==> config.mk <==
export PLATFORM = sky130hd
export DESIGN_NAME = centered_moving_average
export DESIGN_NICKNAME = d
export VERILOG_FILES = /design/src/cma_pkg.sv /design/src/centered_moving_average.sv /design/src/cma_ram.sv /design/src/cma_front.sv /design/src/cma_fifo.sv /design/src/cma_back.sv
export SDC_FILE = /design/constraint.sdc
export NUM_CORES = 2
export LEC_CHECK = 0
export BUFFER_PORTS_ARGS = -buffer_cell sky130_fd_sc_hd__buf_2
export CAP_MARGIN = 20
export CORE_MARGIN = 1.5
export CORE_UTILIZATION = 65
export DETAILED_ROUTE_END_ITERATION = 10
export PLACE_DENSITY = 0.82
export SYNTH_ARGS = -nofsm -noshare
export SYNTH_HDL_FRONTEND = slang
export SYNTH_SLANG_ARGS = --single-unit
==> constraint.sdc <==
create_clock -name i_clk -period 12.8 [get_ports i_clk]
set_clock_uncertainty 0.05 [all_clocks]
set_input_delay 3.2 -clock i_clk [delete_from_list [all_inputs] [get_ports i_clk]]
set_output_delay 3.2 -clock i_clk [all_outputs]
set_load 0.01 [all_outputs]
==> src/cma_pkg.sv <==
// Shared types and constants for the centered moving average block.
// Used by the top level, the front end, the back end and the checker; has no dependencies of its own.
`default_nettype none

package cma_pkg;

    // Fixed widths of the ports.
    localparam int DATA_W = 32;
    localparam int CFG_W  = 5;

    // Largest radius that the configuration register can hold.
    localparam int MAX_CFG_RADIUS = (1 << CFG_W) - 1;

    // Defaults for the top level parameters.
    localparam int DEF_MAX_RADIUS   = 31;
    localparam int DEF_SAMPLE_WIDTH = 32;

    // Depth of the command queue between the front and back ends.
    localparam int QUEUE_DEPTH = 2;

    typedef enum logic [0:0] {
        F_IDLE,
        F_UPDATE
    } t_front_state;

    typedef enum logic [1:0] {
        B_IDLE,
        B_DIVIDE,
        B_FIRST,
        B_TRAIL
    } t_back_state;

    // Control flags of one command handed from the front end to the back end.
    typedef struct packed {
        logic first_vld;   // the item produces a result for a centre
        logic first_full;  // that centre had a full window
        logic first_done;  // that result is the last of the stream
    } t_cmd_flags;

endpackage

`default_nettype wire

==> src/centered_moving_average.sv <==
// Centered moving average: a new sample is taken only once the previous one has updated the
// window sum; each full-window sample then holds the bit-serial divider in the back end.
// Results for centres without a full window, and the trailing ones at stream end, skip the divider.
// Reset is synchronous, active low, and clears the control state and the radius;
// the delay line RAM is not cleared, since an entry read before it is written is not used.
`default_nettype none

module centered_moving_average #(
    parameter int MAX_RADIUS   = cma_pkg::DEF_MAX_RADIUS,
    parameter int SAMPLE_WIDTH = cma_pkg::DEF_SAMPLE_WIDTH
) (
    input  wire logic                       i_clk,
    input  wire logic                       i_rst_n,
    input  wire logic                       i_in_valid,
    output logic                            o_in_ready,
    input  wire logic [cma_pkg::DATA_W-1:0] i_sample,
    input  wire logic                       i_end_of_stream,
    output logic                            o_out_valid,
    input  wire logic                       i_out_ready,
    output logic [cma_pkg::DATA_W-1:0]      o_average,
    output logic                            o_window_full,
    output logic                            o_stream_done,
    input  wire logic                       i_cfg_valid,
    output logic                            o_cfg_ready,
    input  wire logic [cma_pkg::CFG_W-1:0]  i_cfg_data
);

    localparam int R_MAX    = (MAX_RADIUS < cma_pkg::MAX_CFG_RADIUS) ?
                              MAX_RADIUS : cma_pkg::MAX_CFG_RADIUS;
    localparam int SIZE_MAX = 2 * R_MAX + 1;
    localparam int AW       = $clog2(SIZE_MAX + 1);
    localparam int DEPTH    = 1 << AW;
    localparam int SW       = SAMPLE_WIDTH;
    localparam int TW       = SW + AW;
    localparam int FW       = $bits(cma_pkg::t_cmd_flags);
    localparam int CMD_W    = TW + AW + AW + FW;

    logic                 w_ram_we;
    logic [AW-1:0]        w_ram_waddr;
    logic [SW-1:0]        w_ram_wdata;
    logic                 w_ram_re;
    logic [AW-1:0]        w_ram_raddr;
    logic [SW-1:0]        w_ram_rdata;

    logic                 w_push;
    logic                 w_full;
    logic                 w_pop;
    logic                 w_cmd_valid;
    logic [CMD_W-1:0]     w_push_data;
    logic [CMD_W-1:0]     w_pop_data;

    logic signed [TW-1:0] w_f_total;
    logic [AW-1:0]        w_f_size;
    logic [AW-1:0]        w_f_trail;
    cma_pkg::t_cmd_flags  w_f_flags;

    logic signed [TW-1:0] w_b_total;
    logic [AW-1:0]        w_b_size;
    logic [AW-1:0]        w_b_trail;
    cma_pkg::t_cmd_flags  w_b_flags;

    cma_front #(
        .AW    (AW),
        .SW    (SW),
        .TW    (TW),
        .R_MAX (R_MAX)
    ) u_front (
        .i_clk           (i_clk),
        .i_rst_n         (i_rst_n),
        .i_in_valid      (i_in_valid),
        .o_in_ready      (o_in_ready),
        .i_sample        (i_sample),
        .i_end_of_stream (i_end_of_stream),
        .i_cfg_valid     (i_cfg_valid),
        .o_cfg_ready     (o_cfg_ready),
        .i_cfg_data      (i_cfg_data),
        .o_ram_we        (w_ram_we),
        .o_ram_waddr     (w_ram_waddr),
        .o_ram_wdata     (w_ram_wdata),
        .o_ram_re        (w_ram_re),
        .o_ram_raddr     (w_ram_raddr),
        .i_ram_rdata     (w_ram_rdata),
        .o_push          (w_push),
        .i_full          (w_full),
        .o_cmd_total     (w_f_total),
        .o_cmd_size      (w_f_size),
        .o_cmd_trail     (w_f_trail),
        .o_cmd_flags     (w_f_flags)
    );

    cma_ram #(
        .WIDTH (SW),
        .DEPTH (DEPTH)
    ) u_delay_line (
        .i_clk   (i_clk),
        .i_we    (w_ram_we),
        .i_waddr (w_ram_waddr),
        .i_wdata (w_ram_wdata),
        .i_re    (w_ram_re),
        .i_raddr (w_ram_raddr),
        .o_rdata (w_ram_rdata)
    );

    assign w_push_data = {w_f_total, w_f_size, w_f_trail, w_f_flags};

    cma_fifo #(
        .WIDTH (CMD_W),
        .DEPTH (cma_pkg::QUEUE_DEPTH)
    ) u_queue (
        .i_clk   (i_clk),
        .i_rst_n (i_rst_n),
        .i_push  (w_push),
        .i_data  (w_push_data),
        .o_full  (w_full),
        .o_valid (w_cmd_valid),
        .i_pop   (w_pop),
        .o_data  (w_pop_data)
    );

    assign {w_b_total, w_b_size, w_b_trail, w_b_flags} = w_pop_data;

    cma_back #(
        .AW (AW),
        .SW (SW),
        .TW (TW)
    ) u_back (
        .i_clk         (i_clk),
        .i_rst_n       (i_rst_n),
        .i_cmd_valid   (w_cmd_valid),
        .o_pop         (w_pop),
        .i_cmd_total   (w_b_total),
        .i_cmd_size    (w_b_size),
        .i_cmd_trail   (w_b_trail),
        .i_cmd_flags   (w_b_flags),
        .o_out_valid   (o_out_valid),
        .i_out_ready   (i_out_ready),
        .o_average     (o_average),
        .o_window_full (o_window_full),
        .o_stream_done (o_stream_done)
    );

endmodule

`default_nettype wire

==> src/cma_ram.sv <==
// Generic single write port, single read port RAM with a registered read.
// No dependencies.
`default_nettype none

module cma_ram #(
    parameter int WIDTH = 32,
    parameter int DEPTH = 64
) (
    input  wire logic                     i_clk,
    input  wire logic                     i_we,
    input  wire logic [$clog2(DEPTH)-1:0] i_waddr,
    input  wire logic [WIDTH-1:0]         i_wdata,
    input  wire logic                     i_re,
    input  wire logic [$clog2(DEPTH)-1:0] i_raddr,
    output logic      [WIDTH-1:0]         o_rdata
);

    logic [WIDTH-1:0] r_mem [DEPTH];

    always_ff @(posedge i_clk) begin
        if (i_we) begin
            r_mem[i_waddr] <= i_wdata;
        end
        if (i_re) begin
            o_rdata <= r_mem[i_raddr];
        end
    end

endmodule

`default_nettype wire

==> src/cma_front.sv <==
// Front end: accepts samples and radius writes, keeps the delay line pointers
// and the running window sum, and turns each sample into a command word.
// Depends on cma_pkg; the delay line RAM sits outside, in the top level.
`default_nettype none

module cma_front #(
    parameter int AW    = 6,
    parameter int SW    = 32,
    parameter int TW    = 38,
    parameter int R_MAX = 31
) (
    input  wire logic                       i_clk,
    input  wire logic                       i_rst_n,
    input  wire logic                       i_in_valid,
    output logic                            o_in_ready,
    input  wire logic [cma_pkg::DATA_W-1:0] i_sample,
    input  wire logic                       i_end_of_stream,
    input  wire logic                       i_cfg_valid,
    output logic                            o_cfg_ready,
    input  wire logic [cma_pkg::CFG_W-1:0]  i_cfg_data,
    output logic                            o_ram_we,
    output logic      [AW-1:0]              o_ram_waddr,
    output logic      [SW-1:0]              o_ram_wdata,
    output logic                            o_ram_re,
    output logic      [AW-1:0]              o_ram_raddr,
    input  wire logic [SW-1:0]              i_ram_rdata,
    output logic                            o_push,
    input  wire logic                       i_full,
    output logic signed [TW-1:0]            o_cmd_total,
    output logic      [AW-1:0]              o_cmd_size,
    output logic      [AW-1:0]              o_cmd_trail,
    output cma_pkg::t_cmd_flags             o_cmd_flags
);

    localparam logic [AW-1:0] SEEN_MAX = '1;

    cma_pkg::t_front_state r_state, n_state;

    logic [cma_pkg::CFG_W-1:0] r_radius;
    logic [AW-1:0]             r_wp;
    logic [AW-1:0]             r_seen;
    logic [AW-1:0]             r_j;
    logic signed [TW-1:0]      r_total;
    logic signed [SW-1:0]      r_x;
    logic                      r_last;

    logic [AW-1:0]        w_r;
    logic [AW-1:0]        w_size;
    logic [AW-1:0]        w_two_r;
    logic                 w_accept;
    logic                 w_cfg;
    logic                 w_need_push;
    logic                 w_upd_done;
    logic signed [SW-1:0] w_old;
    logic signed [TW-1:0] w_old_ext;
    logic signed [TW-1:0] w_new_total;

    // Radius in use, saturated to the largest one the delay line supports.
    always_comb begin
        if (int'(r_radius) > R_MAX) begin
            w_r = AW'(R_MAX);
        end else begin
            w_r = AW'(r_radius);
        end
        w_size  = {w_r[AW-2:0], 1'b1};
        w_two_r = {w_r[AW-2:0], 1'b0};
    end

    assign o_cfg_ready = (r_state == cma_pkg::F_IDLE);
    assign o_in_ready  = (r_state == cma_pkg::F_IDLE) && !i_cfg_valid;
    assign w_accept    = i_in_valid && o_in_ready;
    assign w_cfg       = i_cfg_valid && o_cfg_ready;

    // The sample leaving the window is read in the same cycle that the new one is written.
    assign o_ram_we    = w_accept;
    assign o_ram_waddr = r_wp;
    assign o_ram_wdata = i_sample[SW-1:0];
    assign o_ram_re    = w_accept;
    assign o_ram_raddr = r_wp - w_size;

    assign w_old = i_ram_rdata;

    always_comb begin
        if (r_j >= w_size) begin
            w_old_ext = TW'(w_old);
        end else begin
            w_old_ext = '0;
        end
        w_new_total = r_total - w_old_ext + TW'(r_x);
    end

    always_comb begin
        o_cmd_flags.first_vld  = (r_j >= w_r);
        o_cmd_flags.first_full = (r_j >= w_two_r);
        o_cmd_flags.first_done = r_last && (w_r == '0);
        if (!r_last) begin
            o_cmd_trail = '0;
        end else if (r_j >= w_r) begin
            o_cmd_trail = w_r;
        end else begin
            o_cmd_trail = r_j + 1'b1;
        end
    end

    assign o_cmd_total = w_new_total;
    assign o_cmd_size  = w_size;

    assign w_need_push = o_cmd_flags.first_vld || r_last;

    always_comb begin
        n_state    = r_state;
        o_push     = 1'b0;
        w_upd_done = 1'b0;
        case (r_state)
            cma_pkg::F_IDLE: begin
                if (w_accept) begin
                    n_state = cma_pkg::F_UPDATE;
                end
            end
            cma_pkg::F_UPDATE: begin
                if (!w_need_push || !i_full) begin
                    o_push     = w_need_push;
                    w_upd_done = 1'b1;
                    n_state    = cma_pkg::F_IDLE;
                end
            end
            default: begin
                n_state = cma_pkg::F_IDLE;
            end
        endcase
    end

    always_ff @(posedge i_clk) begin
        if (!i_rst_n) begin
            r_state <= cma_pkg::F_IDLE;
        end else begin
            r_state <= n_state;
        end
    end

    always_ff @(posedge i_clk) begin
        if (!i_rst_n) begin
            r_radius <= '0;
            r_total  <= '0;
            r_wp     <= '0;
            r_seen   <= '0;
        end else if (w_cfg) begin
            r_radius <= i_cfg_data;
            r_total  <= '0;
            r_wp     <= '0;
            r_seen   <= '0;
        end else if (w_accept) begin
            r_wp <= r_wp + 1'b1;
            if (r_seen != SEEN_MAX) begin
                r_seen <= r_seen + 1'b1;
            end
        end else if (w_upd_done) begin
            if (r_last) begin
                r_total <= '0;
                r_wp    <= '0;
                r_seen  <= '0;
            end else begin
                r_total <= w_new_total;
            end
        end
    end

    always_ff @(posedge i_clk) begin
        if (w_accept) begin
            r_x    <= i_sample[SW-1:0];
            r_last <= i_end_of_stream;
            r_j    <= r_seen;
        end
    end

endmodule

`default_nettype wire

==> src/cma_fifo.sv <==
// Short command queue between the front end and the back end.
// No dependencies; DEPTH must be a power of two.
`default_nettype none

module cma_fifo #(
    parameter int WIDTH = 8,
    parameter int DEPTH = 2
) (
    input  wire logic             i_clk,
    input  wire logic             i_rst_n,
    input  wire logic             i_push,
    input  wire logic [WIDTH-1:0] i_data,
    output logic                  o_full,
    output logic                  o_valid,
    input  wire logic             i_pop,
    output logic      [WIDTH-1:0] o_data
);

    localparam int PW = (DEPTH > 1) ? $clog2(DEPTH) : 1;
    localparam int CW = $clog2(DEPTH + 1);

    logic [WIDTH-1:0] r_mem [DEPTH];
    logic [PW-1:0]    r_wr_ptr;
    logic [PW-1:0]    r_rd_ptr;
    logic [CW-1:0]    r_count;
    logic             w_push;
    logic             w_pop;

    assign o_full  = (r_count == CW'(DEPTH));
    assign o_valid = (r_count != '0);
    assign o_data  = r_mem[r_rd_ptr];
    assign w_push  = i_push && !o_full;
    assign w_pop   = i_pop && o_valid;

    always_ff @(posedge i_clk) begin
        if (!i_rst_n) begin
            r_wr_ptr <= '0;
            r_rd_ptr <= '0;
            r_count  <= '0;
        end else begin
            if (w_push) begin
                r_wr_ptr <= r_wr_ptr + 1'b1;
            end
            if (w_pop) begin
                r_rd_ptr <= r_rd_ptr + 1'b1;
            end
            if (w_push && !w_pop) begin
                r_count <= r_count + 1'b1;
            end else if (w_pop && !w_push) begin
                r_count <= r_count - 1'b1;
            end
        end
    end

    always_ff @(posedge i_clk) begin
        if (w_push) begin
            r_mem[r_wr_ptr] <= i_data;
        end
    end

endmodule

`default_nettype wire

==> src/cma_back.sv <==
// Back end: takes commands from the queue, divides the window sum with a
// one-bit-per-cycle restoring divider and drives the result output register.
// Depends on cma_pkg.
`default_nettype none

module cma_back #(
    parameter int AW = 6,
    parameter int SW = 32,
    parameter int TW = 38
) (
    input  wire logic                       i_clk,
    input  wire logic                       i_rst_n,
    input  wire logic                       i_cmd_valid,
    output logic                            o_pop,
    input  wire logic signed [TW-1:0]       i_cmd_total,
    input  wire logic [AW-1:0]              i_cmd_size,
    input  wire logic [AW-1:0]              i_cmd_trail,
    input  wire cma_pkg::t_cmd_flags        i_cmd_flags,
    output logic                            o_out_valid,
    input  wire logic                       i_out_ready,
    output logic [cma_pkg::DATA_W-1:0]      o_average,
    output logic                            o_window_full,
    output logic                            o_stream_done
);

    localparam int CW = $clog2(TW + 1);

    cma_pkg::t_back_state r_state, n_state;

    logic                 r_neg;
    logic [TW-1:0]        r_quo;
    logic [AW-1:0]        r_rem;
    logic [AW-1:0]        r_div;
    logic [CW-1:0]        r_cnt;
    logic [AW-1:0]        r_trail;
    cma_pkg::t_cmd_flags  r_flags;

    logic [AW:0]                 w_trial;
    logic                        w_ge;
    logic [AW:0]                 w_diff;
    logic [AW-1:0]               w_rem_next;
    logic [TW-1:0]               w_quo_signed;
    logic signed [SW-1:0]        w_avg_sw;
    logic                        w_can_load;
    logic                        w_emit;
    logic [cma_pkg::DATA_W-1:0]  w_emit_avg;
    logic                        w_emit_full;
    logic                        w_emit_done;

    // One restoring division step: bring down the next dividend bit.
    assign w_trial    = {r_rem, r_quo[TW-1]};
    assign w_ge       = (w_trial >= {1'b0, r_div});
    assign w_diff     = w_trial - {1'b0, r_div};
    assign w_rem_next = w_ge ? w_diff[AW-1:0] : w_trial[AW-1:0];

    // The quotient of the magnitude, negated back, truncates toward zero.
    assign w_quo_signed = r_neg ? (~r_quo + 1'b1) : r_quo;
    assign w_avg_sw     = w_quo_signed[SW-1:0];

    assign w_can_load = !o_out_valid || i_out_ready;

    always_comb begin
        n_state     = r_state;
        o_pop       = 1'b0;
        w_emit      = 1'b0;
        w_emit_avg  = '1;
        w_emit_full = 1'b0;
        w_emit_done = 1'b0;
        case (r_state)
            cma_pkg::B_IDLE: begin
                if (i_cmd_valid) begin
                    o_pop = 1'b1;
                    if (i_cmd_flags.first_vld && i_cmd_flags.first_full) begin
                        n_state = cma_pkg::B_DIVIDE;
                    end else if (i_cmd_flags.first_vld) begin
                        n_state = cma_pkg::B_FIRST;
                    end else begin
                        n_state = cma_pkg::B_TRAIL;
                    end
                end
            end
            cma_pkg::B_DIVIDE: begin
                if (r_cnt == CW'(1)) begin
                    n_state = cma_pkg::B_FIRST;
                end
            end
            cma_pkg::B_FIRST: begin
                w_emit      = 1'b1;
                w_emit_full = r_flags.first_full;
                w_emit_done = r_flags.first_done;
                if (r_flags.first_full) begin
                    w_emit_avg = cma_pkg::DATA_W'(w_avg_sw);
                end
                if (w_can_load) begin
                    n_state = (r_trail != '0) ? cma_pkg::B_TRAIL : cma_pkg::B_IDLE;
                end
            end
            cma_pkg::B_TRAIL: begin
                w_emit      = 1'b1;
                w_emit_done = (r_trail == AW'(1));
                if (w_can_load && (r_trail == AW'(1))) begin
                    n_state = cma_pkg::B_IDLE;
                end
            end
            default: begin
                n_state = cma_pkg::B_IDLE;
            end
        endcase
    end

    always_ff @(posedge i_clk) begin
        if (!i_rst_n) begin
            r_state     <= cma_pkg::B_IDLE;
            o_out_valid <= 1'b0;
        end else begin
            r_state <= n_state;
            if (w_can_load) begin
                o_out_valid <= w_emit;
            end
        end
    end

    always_ff @(posedge i_clk) begin
        if (w_can_load && w_emit) begin
            o_average     <= w_emit_avg;
            o_window_full <= w_emit_full;
            o_stream_done <= w_emit_done;
        end
        if (o_pop) begin
            r_neg   <= i_cmd_total[TW-1];
            r_quo   <= i_cmd_total[TW-1] ? (~i_cmd_total + 1'b1) : i_cmd_total;
            r_rem   <= '0;
            r_div   <= i_cmd_size;
            r_cnt   <= CW'(TW);
            r_trail <= i_cmd_trail;
            r_flags <= i_cmd_flags;
        end else if (r_state == cma_pkg::B_DIVIDE) begin
            r_quo <= {r_quo[TW-2:0], w_ge};
            r_rem <= w_rem_next;
            r_cnt <= r_cnt - 1'b1;
        end else if ((r_state == cma_pkg::B_TRAIL) && w_can_load) begin
            r_trail <= r_trail - 1'b1;
        end
    end

endmodule

`default_nettype wire

* Word level (Yosys, flattened, before mapping)
Memory sizes are Yosys's and may differ from the RTL's. A register that Yosys moved wholly into a read port is not among the register bits.
Index checks and enable logic that the tools add are counted.
** Storage, ports and cells
- Register bits :: 201
- RAM bits :: 2152
- Bits of input ports :: 43
- Logic and storage cells :: 144
- Memories :: 2
** Memory list
- u_delay_line.r_mem :: words 64, width 32, read ports 1, clocked after Yosys merged registers in 1, write ports 1, RTL line cma_ram.sv:18 : logic [WIDTH-1:0] r_mem [DEPTH];
- u_queue.r_mem :: words 2, width 52, read ports 1, clocked after Yosys merged registers in 1, write ports 1, RTL line cma_fifo.sv:22 : logic [WIDTH-1:0] r_mem [DEPTH];
** Operators by class
- Add/subtract/negate cells :: 15
- Order comparisons :: 4
- Eq/ne operators :: 13
- Mux-type cells :: 43
- Bitwise gates (word level) :: 5
- Reductions and logical operators :: 38
** Operator list (count)
- $mux W38 :: 5
- $mux W6 :: 11
- $add A38 B1 Y38 const B :: 1
- $add A38 B32 Y38 :: 1
- $not A38 Y38 :: 1
- $sub A38 B38 Y38 :: 1
- $add A32 B1 Y32 const B :: 1
- $mux W32 :: 1
- $not A32 Y32 :: 1
- $add A6 B1 Y6 const B :: 3
- $mux W2 :: 8
- $mux W1 :: 15
- $eq A6 B1 Y1 const B :: 2
- $ge A6 B6 Y1 :: 2
- $logic_and A1 B1 Y1 :: 12
- $reduce_bool A2 Y1 :: 6
- $sub A6 B1 Y6 const B :: 2
- $sub A6 B6 Y6 :: 2
- $pmux W2 S4 :: 1
- $reduce_and A2 Y1 :: 4
- $ge A7 B6 Y1 :: 1
- $eq A2 B2 Y1 const B :: 3
- $ge A6 B5 Y1 :: 1
- $logic_not A1 Y1 :: 6
- other kinds (16) :: 27

* Depth between registers and ports, before layout
- Depth in word-level cells :: 11
- Depth in mapped cells :: 21

* By module
Synthesis repeated with hierarchy kept, for this count alone.
** Second synthesis, totals
- Cells, all modules :: 4966
- Area, all modules :: 96555.1 um^2
** Modules (own cells, without submodules)
- cma_ram :: times used 1, cells an instance 3324, area each 78835.6 um^2
- cma_front :: times used 1, cells an instance 858, area each 7647.3 um^2
- cma_back :: times used 1, cells an instance 594, area each 6013.3 um^2
- cma_fifo :: times used 1, cells an instance 190, area each 4058.9 um^2

* Least setup slack after synthesis
No wires, ideal clock.
- Path type :: input -> register
- Start point :: input i_cfg_valid
- End point :: memory u_delay_line.r_mem[90][0], in the netlist u_delay_line.r_mem[45][0] (enable)
- Setup time :: 421 ps
- Arrival time :: 8107 ps
- Setup slack :: 4222 ps
- Cell stages on the path :: 6
- Path through :: nor2_1 nand2_1 inv_1 clkbuf_1 nand4b_1 nor2_1
** On the way
- Word-level cells in the longest chain between the ends :: 5
** RTL lines
- start: declaration :: RTL line centered_moving_average.sv:23 : input wire logic i_cfg_valid,
- $logic_not A1 Y1 :: RTL line cma_front.sv:70 : assign o_in_ready = (r_state == cma_pkg::F_IDLE) && !i_cfg_valid;
- $logic_and A1 B1 Y1 :: RTL line cma_front.sv:70
- $logic_and A1 B1 Y1 :: RTL line cma_front.sv:71 : assign w_accept = i_in_valid && o_in_ready;
- via u_delay_line.i_re :: RTL line cma_ram.sv:13 : input wire logic i_re,
- $mux W1 :: RTL line cma_ram.sv:21 : if (i_we) begin
- $mux W1 (not written as such) :: RTL line cma_ram.sv:22 : r_mem[i_waddr] <= i_wdata;
- end: declaration :: RTL line cma_ram.sv:18
The timed path passes the listed nets, and every way through them passes these cells.

* Final worst setup path
- Start point :: input i_cfg_valid
- End point :: output o_in_ready
** On the way
- Word-level cells in the longest chain between the ends :: 2
** RTL lines
- $logic_not A1 Y1 :: RTL line cma_front.sv:70
- $logic_and A1 B1 Y1 :: RTL line cma_front.sv:70
- end: declaration :: RTL line centered_moving_average.sv:15 : output logic o_in_ready,
Every way passes these cells.

==> impl_metrics.py <==
metrics = {
    "sta": {
        "hold_violations": 0,
        "slew_violations": 0,
        "max_clock_freq_mhz": 145.8,
        "setup-tns-final_ns": 0,
        "tightestPinTransition_ns": 1.330,
        "period_share": 0.5359,
        "setup_viol": 0,
        "finalCriticalPeriod_ns": 6.859,
        "grt_setup_unrepaired": "no",
        "maxSlewHeadroom": 0.1082,
    },
    "floorplan": {
        "design.core.area_mm2": 0.1459,
        "die_height_um": 387.0,
        "die_x_um": 387.0,
        "num_io_pins": 80,
        "dieArea_mm2": 0.1497,
        "initial_core_util": 0.6567,
        "floorplan.rows": 140,
    },
    "detailed_routing": {
        "wire_per_inst_um": 38.28,
        "route.met2.wl_um": 129000,
        "drt_drc_violations_left": 0,
        "met3_length_um": 33060,
        "drt-total-wl_um": 268400,
        "first_pass_iters": 8,
        "wirelength_met1_um": 87980,
        "ant_nets": 0,
        "vias": 51810,
        "top_signal_layer_used": "met5",
        "via_to_cell_ratio": 7.389,
        "dr.first_iter.drc_count": 9118,
    },
    "place": {
        "finalWeightedCongestion": 0.8799,
        "place.port_buffers": 79,
        "numPlacedInstances": 6586,
        "dp.final_hpwl_um": 136800,
    },
    "synth": {
        "post_synth_edffs": 2309,
        "async_flop_share": 0,
        "synth.avg_cell_area_um2": 20.33,
        "synth-main-ff-cell": "edfxtp_1",
        "yosys_warnings": 0,
        "post_synth_instance_area_mm2": 0.09583,
        "yosys_register_bits": 2385,
        "synth.top_cells.by_area": "edfxtp_1 72%, mux4_2 15%, dfxtp_1 1.6%",
        "ys_types": 76,
        "yosysTopAreaCellShare": 0.7235,
        "syn_inst": 4713,
        "synth_sequential_area_ratio": 0.7394,
        "synth.net_count": 4866,
        "synth_area_leader_cell": "edfxtp_1",
    },
    "cts": {
        "cts.sinks": 2385,
        "clock_pin_slew_worst_setup_and_hold_paths_ns": 0.06,
        "cts.repair.resized": 0,
        "htree_num_levels": 4,
        "max-clock-path-buffers": 3,
        "post_cts_buffers": 0,
        "num_cts_buffers": 219,
        "cts-root-buf": "clkbuf_16",
        "tritoncts": "built",
        "clk_latency_ns": 0.91,
        "hold_buffers": 0,
    },
    "critical_path": {
        "cp_cell_sequence": "buf_2, nor2_1, buf_2",
        "timing.critical_path.mode_cell": "buf_2",
        "critical_path_fanout_max": 2,
        "cp_slowest_stage_delay_ns": 0.16,
        "timing.critical_path.from_type": "input pin",
        "critPathTopFamily": "buffers and inverters",
        "worstPathBufferInverterCount": 2,
        "worst_r2r_startpoint": "u_front.o_ram_waddr[0]",
        "worst-setup-path-type": "in2out",
        "arrival_ns": 3.61,
        "critPathCaptureType": "output pin",
        "worst_path_required_time_ns": 9.55,
        "crit_path_top_delay_cell": "buf_2",
        "startpoint": "i_cfg_valid",
        "regToRegSetupSlack_ns": 5.96,
    },
    "cells_and_area": {
        "area_growth_from_synthesis_to_layout_pct": 11.60,
        "post_layout_nonfiller_instances": 7012,
        "drive_gt1_frac": 0.2503,
        "most_frequent_cells_in_the_layout": "2309 x edfxtp_1, 640 x mux4_2, 222 x clkbuf_16, 180 x inv_1, 138 x nand2_1",
        "fin_nets": 5063,
        "layout.cells.most_common": "edfxtp_1",
    },
    "global_route": {
        "grt_antenna_before_repair": 28,
        "global_route.usage.total": 0.3564,
        "pin_count_of_the_biggest_net_entering_global_routing": 145,
        "globalRoute.totalOverflow": 0,
        "number_of_global_route_vias_before_repair": 50810,
        "grt_pass1_wl_um": 374700,
    },
    "min_path": {
        "min-delay-start": "u_front.r_radius[1]",
        "min_path_type": "reg2reg",
    },
    "power": {
        "power.leakage_nw": 33.88,
        "max-vdd-ir-drop_mv": 0.2440,
        "powerDensity_mw_per_mm2": 166.9,
    },
    "job": {
        "max_cap_viol_count": 0,
    },
    "run_status": {
        "outcome": "finished, final reports clean",
    },
}
-- Yosys cell counts, types with 57 or more instances --
cell and number:
xnor2_1 57, o21ai_0 98, ha_1 71, clkbuf_1 149, nor2b_1 84, mux4_2 640, mux2i_1 74, buf_1 66
nand2_1 138, a21oi_1 126, nor2_1 156, edfxtp_1 2309, xor2_1 66, dfxtp_1 76, inv_1 181
-- final cells by class --
class	count	area [µm²]
diodes	9	22.52
fillers	7504	38970
clock buffers	267	5764
well taps	1917	2399
flip-flops and latches	2385	70870
clock inverters	130	1391
repair buffers	207	1889
inverters	182	684.4
multi-input cells	1915	23930
-- stage by stage --
step / instance area, µm² / util / total power (W) / hold slack [ns] / setup WS (ns)
final: 106900 / 0.7330 / 0.01785 / 0.3896 / 5.941
after global routing: 106900 / 0.7328 / 0.01825 / 0.4271 / 5.731
after CTS: 106500 / 0.7298 / 0.01776 / 0.3967 / 5.942
after detailed placement: 99330 / 0.6807 / 0.01116 / 0.4022 / 5.527
after global placement: 99090 / 0.6791 / 0.01108 / 0.3847 / 5.677
after floorplan: 95830 / - / 0.01041 / 0.3751 / 4.222
-- worst paths after layout --
path / end / cells after the start
max: o_in_ready / 3
min: u_queue.r_mem[0][10] / 0
max reg2reg: u_delay_line.o_rdata[1] / 9
min reg2reg: u_queue.r_mem[0][10] / 0
-- where the power goes --
part,internal [W],leakage [nW],switching [W]
Sequential,0.00884,21.4,0.000167
Combinational,0.000763,9.01,0.00136
Clock,0.00372,3.49,0.00300
-- logic make-up after synthesis --
| logic type | synth area share |
|---|---|
| DFF | 0.7394 |
| and+or+nand+nor | 0.02880 |
| muxes | 0.1594 |
| buffers and inverters | 0.01650 |
| AOI/OAI and AO/OA | 0.02718 |
| xor gates and xnor gates | 0.01124 |
| adders and majority gates | 0.01742 |
-- metal layers --
layer,vias up,track usage
met5,-,0.001914
met4,24,0.1975
met3,974,0.08776
met2,4883,0.5567
met1,26350,0.4680
li1,19580,-
-- state kept, by name, indices dropped and copies added (netlist names), 5 cells and up, named ones only --
register,flops
u_back.o_average,32
u_back.r_cnt,6
u_back.r_div,5
u_back.r_quo,38
u_back.r_rem,6
u_back.r_trail,6
u_delay_line.o_rdata,32
u_delay_line.r_mem,2048
u_front.o_ram_waddr,6
u_front.r_j,6
u_front.r_radius,5
u_front.r_seen,6
u_front.r_total,38
u_front.r_x,32
u_queue.r_mem,104
Note: power is estimated with default switching activity, not from simulation.
